## config.mk

```make
export PLATFORM = sky130hd
export DESIGN_NAME = zoh_fifo
export DESIGN_NICKNAME = d
export VERILOG_FILES = /design/src/rtl/core/zoh_fifo.sv
export SDC_FILE = /design/constraint.sdc
export NUM_CORES = 1
export LEC_CHECK = 0
export ABC_CLOCK_PERIOD_IN_PS = 2480
export BUFFER_PORTS_ARGS = -buffer_cell sky130_fd_sc_hd__buf_2
export CAP_MARGIN = 0
export CORE_ASPECT_RATIO = 0.9
export CORE_MARGIN = 2
export CORE_UTILIZATION = 46
export CTS_CLUSTER_SIZE = 8
export DETAILED_ROUTE_END_ITERATION = 8
export PLACE_DENSITY_LB_ADDON = 0.08
export RECOVER_POWER = 50
export SYNTH_ARGS = -nofsm -noshare
export SYNTH_HDL_FRONTEND = slang
export SYNTH_SLANG_ARGS = --single-unit
```

## constraint.sdc

```tcl
create_clock -name clk_i -period 2.48 [get_ports clk_i]
set_input_delay 0.496 -clock clk_i [delete_from_list [all_inputs] [get_ports clk_i]]
set_output_delay 0.496 -clock clk_i [all_outputs]
set_load 0.03 [all_outputs]
```

## src/rtl/core/zoh_fifo.sv

```systemverilog
// ----------------------------------------------------------------------------
// zoh_fifo
// small synchronous queue with registered storage and head read-out
// ----------------------------------------------------------------------------
module zoh_fifo #(
  parameter int WIDTH = 8,
  parameter int DEPTH = 4
) (
  input  logic             clk_i,
  input  logic             rst_ni,
  input  logic             wr_i,
  input  logic [WIDTH-1:0] wdata_i,
  output logic             full_o,
  input  logic             rd_i,
  output logic [WIDTH-1:0] rdata_o,
  output logic             empty_o
);

  localparam int PW = (DEPTH > 1) ? $clog2(DEPTH) : 1;
  localparam int CNTW = $clog2(DEPTH + 1);

  logic [WIDTH-1:0] mem_q [DEPTH];
  logic [PW-1:0]    wr_ptr_q, wr_ptr_d;
  logic [PW-1:0]    rd_ptr_q, rd_ptr_d;
  logic [CNTW-1:0]  count_q, count_d;
  logic             do_wr, do_rd;

  assign full_o  = (count_q == CNTW'(DEPTH));
  assign empty_o = (count_q == '0);
  assign do_wr   = wr_i && !full_o;
  assign do_rd   = rd_i && !empty_o;
  assign rdata_o = mem_q[rd_ptr_q];

  always_comb begin
    wr_ptr_d = wr_ptr_q;
    rd_ptr_d = rd_ptr_q;
    count_d  = count_q;
    if (do_wr) begin
      wr_ptr_d = (wr_ptr_q == PW'(DEPTH - 1)) ? '0 : wr_ptr_q + 1'b1;
    end
    if (do_rd) begin
      rd_ptr_d = (rd_ptr_q == PW'(DEPTH - 1)) ? '0 : rd_ptr_q + 1'b1;
    end
    if (do_wr && !do_rd) begin
      count_d = count_q + 1'b1;
    end else if (do_rd && !do_wr) begin
      count_d = count_q - 1'b1;
    end
  end

  always_ff @(posedge clk_i or negedge rst_ni) begin
    if (!rst_ni) begin
      wr_ptr_q <= '0;
      rd_ptr_q <= '0;
      count_q  <= '0;
    end else begin
      wr_ptr_q <= wr_ptr_d;
      rd_ptr_q <= rd_ptr_d;
      count_q  <= count_d;
    end
  end

  always_ff @(posedge clk_i) begin
    if (do_wr) begin
      mem_q[wr_ptr_q] <= wdata_i;
    end
  end

endmodule

```

==> results.yml <==
detailed_routing:
  drc_errors: 0
  wl_met2_mm: 1.18
  drt_wl_total_mm: 2.46
  route.met3.wl_um: 104
  dr.pass1.iters: 4
  vias: 740
  wl_per_cell_um: 16.5
  drt.antenna.violating_nets: 0
  drtIter0Drc: 32
  dr.max_layer_used: "met4"
  wl_met1_mm: 1.12
  viasPerCell: 4.97
final_layout:
  final_cell_mix: "32 x edfxtp_1, 12 x buf_2, 9 x clkbuf_1, 8 x mux4_2, 7 x dfrtp_1"
  final_layout_size_suffix_gt1_share_pct: 35.2
  diodes: 0
  fin_nets: 123
  final_common_cell: "edfxtp_1"
  area.growth.synth_to_final_pct: 12.5
  fin_cells: 149
synthesis:
  synthAdderAreaFrac_pct: 5.87
  synth_seq_cells: 39
  syn_inst: 79
  seq_area_frac_synth_pct: 70.1
  synth_area_um2: 1620
  synth-compound-area-share_pct: 0
  synth_top_area_cell: "edfxtp_1"
  syn_nets: 98
  yosys.area.top_type_share_pct: 59.3
  synth_top_family_by_area: "multiplexers"
  synthXorXnorAreaFrac_pct: 1.62
  yosysWarningCount: 0
  ys_top_cells_by_area: "edfxtp_1 59%, mux4_2 11%, dfrtp_1 11%, ha_1 4.6%, mux2_2 2.1%"
  synthSimpleGateAreaFrac_pct: 5.41
  synth.distinct_cells: 19
  muxShareOfSynthArea_pct: 15.1
  syn_area_per_cell_um2: 20.5
floorplanning:
  fp.dieW_um: 66.6
  core_area_um2: 3380
  die-area_um2: 4010
  io_pins: 22
  die_height_um: 60.3
  num_rows: 20
  initial_core_util_pct: 48.0
global_route:
  track_usage_pct: 14.9
  grt_max_degree: 13
  grt_pass1_wl_mm: 3.95
  grt_pass1_vias: 750
  overflow: 0
  antenna_found_initial: 0
clock_tree:
  cts_hold_buf: 0
  cts.path.max_buffers: 2
  clkTransAtPathRegs_ps: 70
  cts.sinks: 39
  cts_root_buf: "clkbuf_8"
  postCtsSetupBuffers: 0
  cts_tree: "done"
  numCtsBuffers: 5
  cts_resized: 0
  clk_latency_ps: 280
  h-tree-depth: 2
critical_path:
  crit_chain: "mux4_2, buf_2"
  worstSetupStartpoint: "rd_ptr_q[0]"
  reg2reg_depth: 8
  end_kind: "primary output"
  cp_top_family: "flip-flops"
  r2r-end: "count_q[2]"
  cp.depth: 2
  critPathLaunchType: "flip-flop"
  worstPathBufferInverterCount: 1
  worstPathArrival_ps: 1770
  setup.worst_path.end: "rdata_o[0]"
  cp_slowest_cell: "dfrtp_1"
  critPathMaxFanout: 11
  rrSetupSlack_ps: 390
  r2r_start: "count_q[2]"
  critPathKind: "reg -> out"
  required_ps: 1980
  crit_path_max_incr_delay_ps: 710
sta:
  finalCritPeriodShare_pct: 91.3
  max_slew_margin_pct: 61.4
  hold_slack_ps: 121
  rsz0062_at_grt: "no"
  finalSetupTns_ps: 0
  fin_crit_ps: 2260
  setup_viol: 0
  clock_skew_ps: 3.44
  maxSlewViolCount: 0
  setup_slack_ps: 215
  worst_pin_slew_ps: 580
  fmax_mhz: 442
  hold_violations: 0
flow_run:
  drv_cap: 0
place:
  gp_congestion: 0.668
  dp.cells: 141
  dp_worst_setup_slack_ps: 363
  port_buffers: 21
  dp_hpwl_mm: 1.72
run_status:
  status: "completed"
pwr:
  power-per-cell-area_nw_per_um2: 1220
  ir_drop_mv: 0.510
  p_leak_nw: 0.660
min_path:
  min_path_type: "in -> async"
==> logic make-up after synthesis <==
kind of cell | Yosys count
xor gates and xnor gates | 3
adders and majority gates | 7
buffers and inverters | 6
DFF | 39
muxes | 13
and+or+nand+nor | 11
==> per-layer routing <==
metal  vias up  track usage [%]
li1        349                -
met3         5             5.84
met1       370             19.1
met5         -                0
met2        16             22.4
met4         0             7.87
==> state kept, by name, summed over array words and instances, names as in the netlist <==
| register | count |
|---|---|
| mem_q | 32 |
| count_q | 3 |
| rd_ptr_q | 2 |
| wr_ptr_q | 2 |
==> Yosys cell counts <==
master	instances
fa_1	1
buf_2	1
xnor2_1	1
edfxtp_1	32
nor2_1	3
dfrtp_1	7
nand2b_4	1
mux2_2	3
mux4_2	8
buf_1	1
mux2_4	2
and2_2	4
nor2b_2	1
buf_6	1
nor3_1	1
ha_1	6
inv_1	3
nor3b_4	1
xor2_1	2
==> power breakdown <==
part,switching [mW],total (mW),internal [mW],leakage [nW]
combinational,0.433,0.794,0.360,0.246
clock,0.206,0.397,0.191,0.0392
sequential,0.151,1.04,0.887,0.375
==> final cells by class <==
class | count | area [um^2]
Fill cell | 287 | 1560
Sequential cell | 39 | 1140
Multi-Input combinational cell | 34 | 443
Tap cell | 44 | 55.1
Clock inverter | 3 | 15.0
Inverter | 3 | 11.3
Timing Repair Buffer | 21 | 93.8
Clock buffer | 5 | 68.8
==> worst min path at each step <==
stage,startpoint,end,cells past startpoint
2_1_floorplan,rst_ni,count_q[0],0
3_3_place_gp,rst_ni,count_q[2],1
3_5_place_dp,rst_ni,count_q[2],1
4_1_cts,rst_ni,count_q[0],1
5_1_grt,rst_ni,wr_ptr_q[0],1
6_report,rst_ni,count_q[1],1
==> through the flow <==
stage / total power, mW / utilization [%] / instance area [um^2]
global placement: 1.88 / 52.3 / 1770
finish: 2.23 / 54.0 / 1820
detailed placement: 1.90 / 52.3 / 1770
floorplan: 1.70 / - / 1630
CTS: 2.30 / 54.7 / 1850
global route: 2.37 / 54.0 / 1820
(Power assumes the default switching activity.)
