### src/rtl/core/zoh_pkg.sv
// ----------------------------------------------------------------------------
// zoh_pkg
// shared types and constants of the zone occupancy block
// ----------------------------------------------------------------------------
package zoh_pkg;

  // default datapath widths
  localparam int COORD_WIDTH_DEF = 32;
  localparam int TIMER_WIDTH_DEF = 32;

  // half-width offset registers have a fixed width
  localparam int HALF_WIDTH_BITS = 21;

  // hold-off reset value in ticks
  localparam int HOLDOFF_RESET = 100;

  // configuration register indexes
  localparam int CFG_IDX_W = 3;
  localparam logic [CFG_IDX_W-1:0] REG_END_ONE_X     = 3'd0;
  localparam logic [CFG_IDX_W-1:0] REG_END_ONE_Y     = 3'd1;
  localparam logic [CFG_IDX_W-1:0] REG_END_TWO_X     = 3'd2;
  localparam logic [CFG_IDX_W-1:0] REG_END_TWO_Y     = 3'd3;
  localparam logic [CFG_IDX_W-1:0] REG_HALF_WIDTH_DX = 3'd4;
  localparam logic [CFG_IDX_W-1:0] REG_HALF_WIDTH_DY = 3'd5;
  localparam logic [CFG_IDX_W-1:0] REG_MIN_FREE      = 3'd6;

  // action codes on the request port
  localparam int ACTION_W = 2;
  localparam logic [ACTION_W-1:0] ACT_TICK   = 2'd0;
  localparam logic [ACTION_W-1:0] ACT_POINT  = 2'd1;
  localparam logic [ACTION_W-1:0] ACT_FINISH = 2'd2;

  // classified operation carried from front to back
  typedef enum logic [1:0] {
    OP_TICK,
    OP_POINT,
    OP_FINISH
  } zoh_op_e;

  localparam int OP_W = 2;

  // queue depths (powers of two)
  localparam int MID_DEPTH = 4;
  localparam int OUT_DEPTH = 4;

  // one result: occupied and hit_in_set
  typedef struct packed {
    logic occupied;
    logic hit_in_set;
  } zoh_result_t;

endpackage

### src/rtl/core/zoh_front.sv
// ----------------------------------------------------------------------------
// zoh_front
// request intake: classifies the action and stages it for the back end
// ----------------------------------------------------------------------------
module zoh_front #(
  parameter int CW = zoh_pkg::COORD_WIDTH_DEF
) (
  input  logic                         clk_i,
  input  logic                         rst_ni,
  input  logic                         push,
  output logic                         full,
  input  logic [zoh_pkg::ACTION_W-1:0] action_i,
  input  logic [CW-1:0]                point_x_i,
  input  logic [CW-1:0]                point_y_i,
  output logic                         q_wr_o,
  output logic [zoh_pkg::OP_W+2*CW-1:0] q_wdata_o,
  input  logic                         q_full_i
);

  logic            valid_q, valid_d;
  zoh_pkg::zoh_op_e op_q, op_d;
  logic [CW-1:0]   px_q, py_q;
  logic            take, keep, drain;

  // one staging register; it drains into the queue whenever the queue has room
  assign drain = valid_q && !q_full_i;
  assign full  = valid_q && q_full_i;
  assign take  = push && !full;

  always_comb begin
    op_d = op_q;
    keep = 1'b0;
    unique case (action_i)
      zoh_pkg::ACT_TICK: begin
        op_d = zoh_pkg::OP_TICK;
        keep = 1'b1;
      end
      zoh_pkg::ACT_POINT: begin
        op_d = zoh_pkg::OP_POINT;
        keep = 1'b1;
      end
      zoh_pkg::ACT_FINISH: begin
        op_d = zoh_pkg::OP_FINISH;
        keep = 1'b1;
      end
      default: begin
        // unused action: taken and dropped
        keep = 1'b0;
      end
    endcase
  end

  always_comb begin
    valid_d = valid_q;
    if (take) begin
      valid_d = keep;
    end else if (drain) begin
      valid_d = 1'b0;
    end
  end

  always_ff @(posedge clk_i or negedge rst_ni) begin
    if (!rst_ni) begin
      valid_q <= 1'b0;
    end else begin
      valid_q <= valid_d;
    end
  end

  always_ff @(posedge clk_i) begin
    if (take && keep) begin
      op_q <= op_d;
      px_q <= point_x_i;
      py_q <= point_y_i;
    end
  end

  assign q_wr_o    = drain;
  assign q_wdata_o = {op_q, px_q, py_q};

endmodule

### config.mk
export PLATFORM = sky130hd
export DESIGN_NAME = zoh_front
export DESIGN_NICKNAME = d
export VERILOG_FILES = /design/src/rtl/core/zoh_pkg.sv /design/src/rtl/core/zoh_front.sv
export SDC_FILE = /design/constraint.sdc
export NUM_CORES = 1
export LEC_CHECK = 0
export ABC_AREA = 1
export BUFFER_PORTS_ARGS = -buffer_cell sky130_fd_sc_hd__buf_2
export CORE_AREA = 5 5 80 82
export CTS_BUF_LIST = sky130_fd_sc_hd__clkbuf_8
export CTS_CLUSTER_SIZE = 24
export DETAILED_ROUTE_END_ITERATION = 8
export DIE_AREA = 0 0 85 87
export GPL_ROUTABILITY_DRIVEN = 1
export PLACE_DENSITY_LB_ADDON = 0.25
export SLEW_MARGIN = 5
export SYNTH_ARGS = -nofsm -noshare
export SYNTH_HDL_FRONTEND = slang
export SYNTH_SLANG_ARGS = --single-unit
### constraint.sdc
create_clock -name clk_i -period 2.6 [get_ports clk_i]
set_input_delay 0.26 -clock clk_i [delete_from_list [all_inputs] [get_ports clk_i]]
set_output_delay 0.26 -clock clk_i [all_outputs]
set_load 0.1 [all_outputs]
==> results by group, run 1 <==
Outcome
  – Outcome: finished clean

Final layout
  – Fin util: 53.8%
  – Most frequent cells in the layout: buf_2, edfxtp_1, clkbuf_8
  – Fill cell count: 512
  – Area Growth Syn to Fin: 48.2%
  – Nets: 300
  – Diodes inserted: 0
  – Most common cell after layout, fill and taps aside: buf_2
  – Layout cells sized above 1: 66.8%

Global route
  – Tot GR Track Use: 11.5%
  – Vias in the first global route: 1220
  – First-pass GRT wire length: 6130 um
  – Overflow left after global routing: 0
  – Maximum number of pins on one net before global-route repair: 42
  – Initial antenna violation count: 0

Route
  – DRC errors left: 0
  – Drt initial violations: 48
  – Final WL: 4260 um
  – Vias: 1229
  – Average wire per standard cell: 13.7 um
  – TritonRoute pass-1 iters: 2
  – Post-route ant nets: 0
  – Vias per cell: 3.96

STA
  – Fin crit period: 1520 ps
  – Max Freq: 0.657 GHz
  – RSZ-0062 raised after global routing: false
  – Slew @ Worst Pin: 497 ps
  – Setup violators final: 0
  – Post-layout worst setup margin: 1080 ps
  – Max-slew headroom: 66.8%
  – Final period utilization: 58.6%
  – Max-slew violations: 0
  – Clk_skew: 5.56 ps
  – Hold Fails Final Rpt: 0
  – Post-route setup TNS: 0 ps

Yosys
  – Synthesized area: 2060 sq um
  – Yosys top cell area share: 96.2%
  – Dominant cells by area after synthesis: edfxtp_1, dfrtp_1, nand2_2
  – Synthesized flop and latch total: 67
  – Syn avg cell area: 26.1 sq um
  – Yosys top cell by area: edfxtp_1
  – Count of cell types in the netlist: 8
  – Post-Syn Instances: 79
  – Post-synthesis sequential area ratio: 97.4%
  – Yosys warns: 0
  – Post-Syn Nets: 149

Setup path
  – CP Data Required Time: 2340 ps
  – Setup crit start kind: register
  – Worst r2r path cells: 4
  – Worst path max stage delay: 420 ps
  – CP Max Fanout: 2
  – Arr. time, crit path: 1260 ps
  – WS Path Type: register to primary output
  – Critical R2R Capture: py_q[20]$_DFFE_PP_
  – Slowest cell on crit path: buf_2
  – Reg-to-reg slack, setup: 1160 ps
  – CP Cell Sequence: nand2_2 -> inv_2 -> buf_2
  – Worst reg2reg path startpoint: valid_q$_DFFE_PN0P_
  – Crit. End Element: primary output

Power and ir drop
  – Switching pwr: 0.851 mW
  – Clk pwr share: 29.9%
  – Flop pwr share: 48.5%
  – Pleak: 1.33 nW
  – Comb pwr share: 21.5%
  – Net Sw Frac: 32.5%
  – P_int: 1.77 mW
  – Worst vdd ir: 0.394 mV
  – Pwr/cell area: 859 nW/um^2

Placed design
  – DP Worst Slack: 1170 ps
  – Placed wire-length estimate: 3280 um
  – Gp weighted congestion: 0.714
  – PortBufs: 137

Run
  – Maxcap violations: 0

Min path
  – Worst Hold Class: input port to register
  – Hold Crit Start: point_x_i[10]
  – Hold endpoint: px_q[10]$_DFFE_PP_
  – Hold path cells: 1

Floorplanning
  – Height of the die: 87 um
  – IO Pins: 138
  – Core area: 5680 sq um
  – Rows: 28
  – Die ar.: 7400 sq um
  – Starting Density: 36.3%
  – Die width: 85 um

Clock network
  – Max Root-Sink Buffers: 2
  – Post-CTS Setup Repair Bufs: 0
  – Post-cts gate resize count: 0
  – TritonCTS Sinks: 67
  – Worst-skew pair later-pin latency: 320 ps
  – H-tree levels: 3
  – Root Buffer: clkbuf_8
  – CTS clk-pin slew, worst paths: 70 ps
  – TritonCTS clock tree: done
  – CTS Buf Count: 9
  – CTS Hold Bufs: 1
critical path: cells and delay by family, from the launching register on:
family,cells,cell delay [ps]
buffers and inverters,2,500
flip-flops,1,370
AND/OR/NAND/NOR,1,70
state kept, by name, summed over array words and instances, names as in the netlist:
register  count
px_q         32
py_q         32
op_q          2
valid_q       1
Yosys cell counts, drive strengths merged:
cell,instances
nor2,4
nand2,4
edfxtp,66
inv,4
dfrtp,1
cells by family after synthesis:
family	Yosys count	synth area share [%]
flops	67	97.4
buf+inv	4	0.729
simple gates	8	1.82
per-layer routing:
layer | vias to the layer above | part of all wire, % | track usage, %
li1 | 606 | - | -
met1 | 533 | 37 | 12.3
met2 | 88 | 47 | 16.7
met3 | 2 | 15 | 8.42
met4 | 0 | 0.49 | 6.04
met5 | - | 0 | 0
power groups by stage:
stage                     registers [mW]  clock network (mW)  logic, mW
final                               1.27               0.784      0.565
after global routing                1.28               0.868      0.582
after CTS                           1.27               0.810      0.569
after detailed placement            1.30                   0      0.568
after global placement              1.29                   0      0.566
after floorplan                     1.70                   0     0.0455
final cells by class:
| class | count | area (sq um) | share of cell area [%] |
|---|---|---|---|
| clock buffer | 9 | 124 | 4.06 |
| inverter | 4 | 15.0 | 0.492 |
| timing repair buffer | 140 | 711 | 23.3 |
| tap | 75 | 93.8 | 3.07 |
| sequential | 67 | 2010 | 65.7 |
| multi-input combinational | 8 | 42.5 | 1.39 |
| clock inverter | 7 | 60.1 | 1.97 |
stage by stage:
step | hold WS [ps] | instances | total power [mW] | instance area [sq um]
after global routing | 65.5 | 310 | 2.73 | 3050
final | 104 | 310 | 2.62 | 3050
after CTS | 85.0 | 310 | 2.65 | 3050
after detailed placement | 34.9 | 293 | 1.86 | 2860
after floorplan | -35.6 | 79 | 1.75 | 2060
after global placement | 35.5 | 293 | 1.86 | 2860
how the worst max path moves through the flow:
stage                     slack [ps]           endpoint           startpoint
after floorplan                  480  op_q[0]$_DFFE_PP_  valid_q$_DFFE_PN0P_
final                           1080               full  valid_q$_DFFE_PN0P_
after global routing            1000               full  valid_q$_DFFE_PN0P_
after CTS                       1050               full  valid_q$_DFFE_PN0P_
after global placement          1190  px_q[1]$_DFFE_PP_          action_i[0]
after detailed placement        1170  px_q[1]$_DFFE_PP_          action_i[0]
Power figures use the tool's default switching activity.
==> run 2: changes to the inputs <==
Settings changed: CORE_AREA 5 5 80 82 to 5 5 77 79, DIE_AREA 0 0 85 87 to 0 0 82 84.
Clock period 2.6 ns to 1.5 ns, I/O delays scaled along.
==> run 2 against run 1 <==
Via count is 24% higher. Clock power grew 45%. Die area shrank 6.9%. Clock skew shrank 2.9 ps. First-iteration DRC count increased by 10%. Critical path depth did not move. Clock-buffer cell count stayed put. Cell area grew 21%. Combinational power grew 100%. Routed wire length up 25%. Critical path type unchanged. Cell count grew 19%. Global-route usage up 4.0 points.
==> results by group, run 2 (same netlist as run 1, synthesis figures left out) <==
Outcome
  – Outcome: finished clean

Route
  – DRC errors left: 0 (unchanged)
  – Post-route ant nets: 0 (unchanged)
  – TritonRoute pass-1 iters: 4 (+2)
  – Vias per cell: 4.11 (+3.7%)
  – Vias: 1521 (+24%)
  – Final WL: 5340 um (+25%)
  – Average wire per standard cell: 14.4 um (+4.9%)
  – Drt initial violations: 53 (+10%)

Setup path
  – Setup crit start kind: register
  – Reg-to-reg slack, setup: 270 ps (-890 ps)
  – Crit. End Element: primary output
  – Crit path buf inv count: 2 (unchanged)
  – Arr. time, crit path: 1250 ps (about the same)
  – Launch point of the worst path: valid_q$_DFFE_PN0P_
  – Worst reg2reg path startpoint: valid_q$_DFFE_PN0P_
  – CP Cell Sequence: nand2_2 -> inv_6 -> buf_2
  – Slowest cell on crit path: buf_2
  – CP Max Fanout: 2 (unchanged)
  – WS Path Type: register to primary output
  – Critical R2R Capture: px_q[19]$_DFFE_PP_
  – Worst path max stage delay: 410 ps (about the same)
  – Worst r2r path cells: 4 (unchanged)
  – CP Data Required Time: 1350 ps (-990 ps)
  – CP top delay family: buffers and inverters

STA
  – RSZ-0062 raised after global routing: false
  – Max Freq: 0.715 GHz
  – Post-route setup TNS: 0 ps (unchanged)
  – Max-slew violations: 0 (unchanged)
  – Hold Fails Final Rpt: 0 (unchanged)
  – Final period utilization: 93.3%
  – Fin crit period: 1400 ps
  – Setup violators final: 0 (unchanged)
  – Max-slew headroom: 66.4% (-0.48 points)
  – Slew @ Worst Pin: 508 ps (+10.7 ps)
  – Clk_skew: 2.66 ps (-2.91 ps)

Global route
  – Vias in the first global route: 1530 (+25%)
  – Overflow left after global routing: 0 (unchanged)
  – Maximum number of pins on one net before global-route repair: 40 (-4.8%)
  – Initial antenna violation count: 0 (unchanged)
  – Tot GR Track Use: 15.5% (+4.0 points)
  – First-pass GRT wire length: 7630 um (+25%)

Final layout
  – Area Growth Syn to Fin: 79.1%
  – Final instance area: 3690 sq um (+21%)
  – Area of the multi-input gates: 45.0 sq um (+5.9%)
  – Largest registers: px_q (32), py_q (32), op_q (2)
  – Fin util: 70.0% (+16 points)
  – Diodes inserted: 0 (unchanged)
  – Layout cells sized above 1: 51.7% (-15 points)
  – Most frequent cells in the layout: buf_2, edfxtp_1, dlygate4sd3_1
  – Register area: 2010 sq um (unchanged)
  – Fill cell count: 389 (-24%)
  – Nets: 364 (+21%)
  – Most common cell after layout, fill and taps aside: buf_2

Power and ir drop
  – Switching pwr: 1.48 mW (+73%)
  – Pleak: 1.59 nW (+19%)
  – Pwr/cell area: 1210 nW/um^2 (+41%)
  – Net Sw Frac: 32.9% (+0.48 points)
  – Comb pwr share: 25.3% (+3.8 points)
  – Clk pwr share: 25.4% (-4.5 points)
  – Flop pwr share: 49.3% (+0.8 points)
  – P_int: 3.00 mW (+70%)
  – Worst vdd ir: 0.715 mV (+81%)

Min path
  – Worst Hold Class: input port to register
  – Hold path cells: 3 (+2)
  – Hold endpoint: valid_q$_DFFE_PN0P_
  – Hold Crit Start: push

Placed design
  – Gp weighted congestion: 0.679 (-4.9%)
  – Placed wire-length estimate: 3460 um (+5.4%)
  – PortBufs: 137 (unchanged)
  – Area post-placement: 2890 sq um (+1.0%)

Run
  – Maxcap violations: 0 (unchanged)

Floorplanning
  – IO Pins: 138 (unchanged)
  – Starting Density: 39.1% (+2.8 points)
  – Core area: 5270 sq um (-7.1%)
  – Die ar.: 6890 sq um (-6.9%)
  – Height of the die: 84 um (-3.4%)
  – Die width: 82 um (-3.5%)
  – Rows: 27 (-3.6%)

Clock network
  – CTS Buf Count: 9 (unchanged)
  – Root Buffer: clkbuf_8
  – TritonCTS Sinks: 67 (unchanged)
  – TritonCTS clock tree: done
  – H-tree levels: 3 (unchanged)
  – CTS clk-pin slew, worst paths: 60 ps (about the same)
  – Worst-skew pair later-pin latency: 320 ps (about the same)
  – Max Root-Sink Buffers: 2 (unchanged)
  – Post-CTS Setup Repair Bufs: 0 (unchanged)
==> run 2: changes by cell type in the layout (fill, tap and decap cells not counted), moves of 2 or more <==
cell	previous run	this run
buf_12	0	2
buf_4	2	0
clkinv_2	3	0
dlygate4sd3_1	1	65
clkinv_1	1	3
==> run 2: layout make-up <==
type	count	area share [%]
Sequential cell	67	54.4
Timing Repair Buffer	204	37.3
Clock buffer	9	3.36
Tap cell	72	2.44
Multi-Input combinational cell	8	1.22
Clock inverter	6	0.712
Inverter	4	0.543
==> run 2: how the worst max path moves through the flow <==
| stage | to | slack [ps] | cells past startpoint |
|---|---|---|---|
| floorplan | op_q[0]$_DFFE_PP_ | -480 | 3 |
| global placement | py_q[12]$_DFFE_PP_ | 290 | 4 |
| detailed placement | py_q[22]$_DFFE_PP_ | 270 | 4 |
| CTS | full | 70 | 3 |
| global route | full | 40 | 3 |
| finish | full | 100 | 3 |
==> run 2: metal layers <==
metal | part of all wire [%] | vias up | track usage, %
met5 | 0 | - | 0
met3 | 8.9 | 4 | 6.05
met2 | 57 | 76 | 28.9
li1 | - | 734 | -
met1 | 34 | 707 | 15.0
met4 | 0.47 | 0 | 4.98
==> run 2: power by group through the flow <==
stage                     combinational (mW)  clock (mW)  sequential (mW)
after global placement                 0.996           0             2.24
after global routing                    1.17        1.27             2.22
after CTS                               1.13        1.20             2.21
after detailed placement                1.00           0             2.25
final                                   1.13        1.14             2.21
after floorplan                       0.0823           0             2.95
==> run 2: what timing repair did <==
item,in CTS,in global routing
resized for setup,0,0
hold buffers,65,0
hold endpoints to repair,65,0
==> run 2: metrics by stage <==
step	setup slack [ps]	cells	total power, mW	hold WS [ps]
2_1_floorplan	-481	79	3.04	-146
3_3_place_gp	290	290	3.24	-74.0
3_5_place_dp	268	290	3.25	-74.2
4_1_cts	69.8	370	4.54	60.0
5_1_grt	37.6	370	4.65	76.4
6_report	100	370	4.48	77.8
==> run 2: tightest hold or removal path, delay by kind of cell <==
family	cells	cell delay (ps)
buffers and inverters	1	80
AND/OR/NAND/NOR	2	130
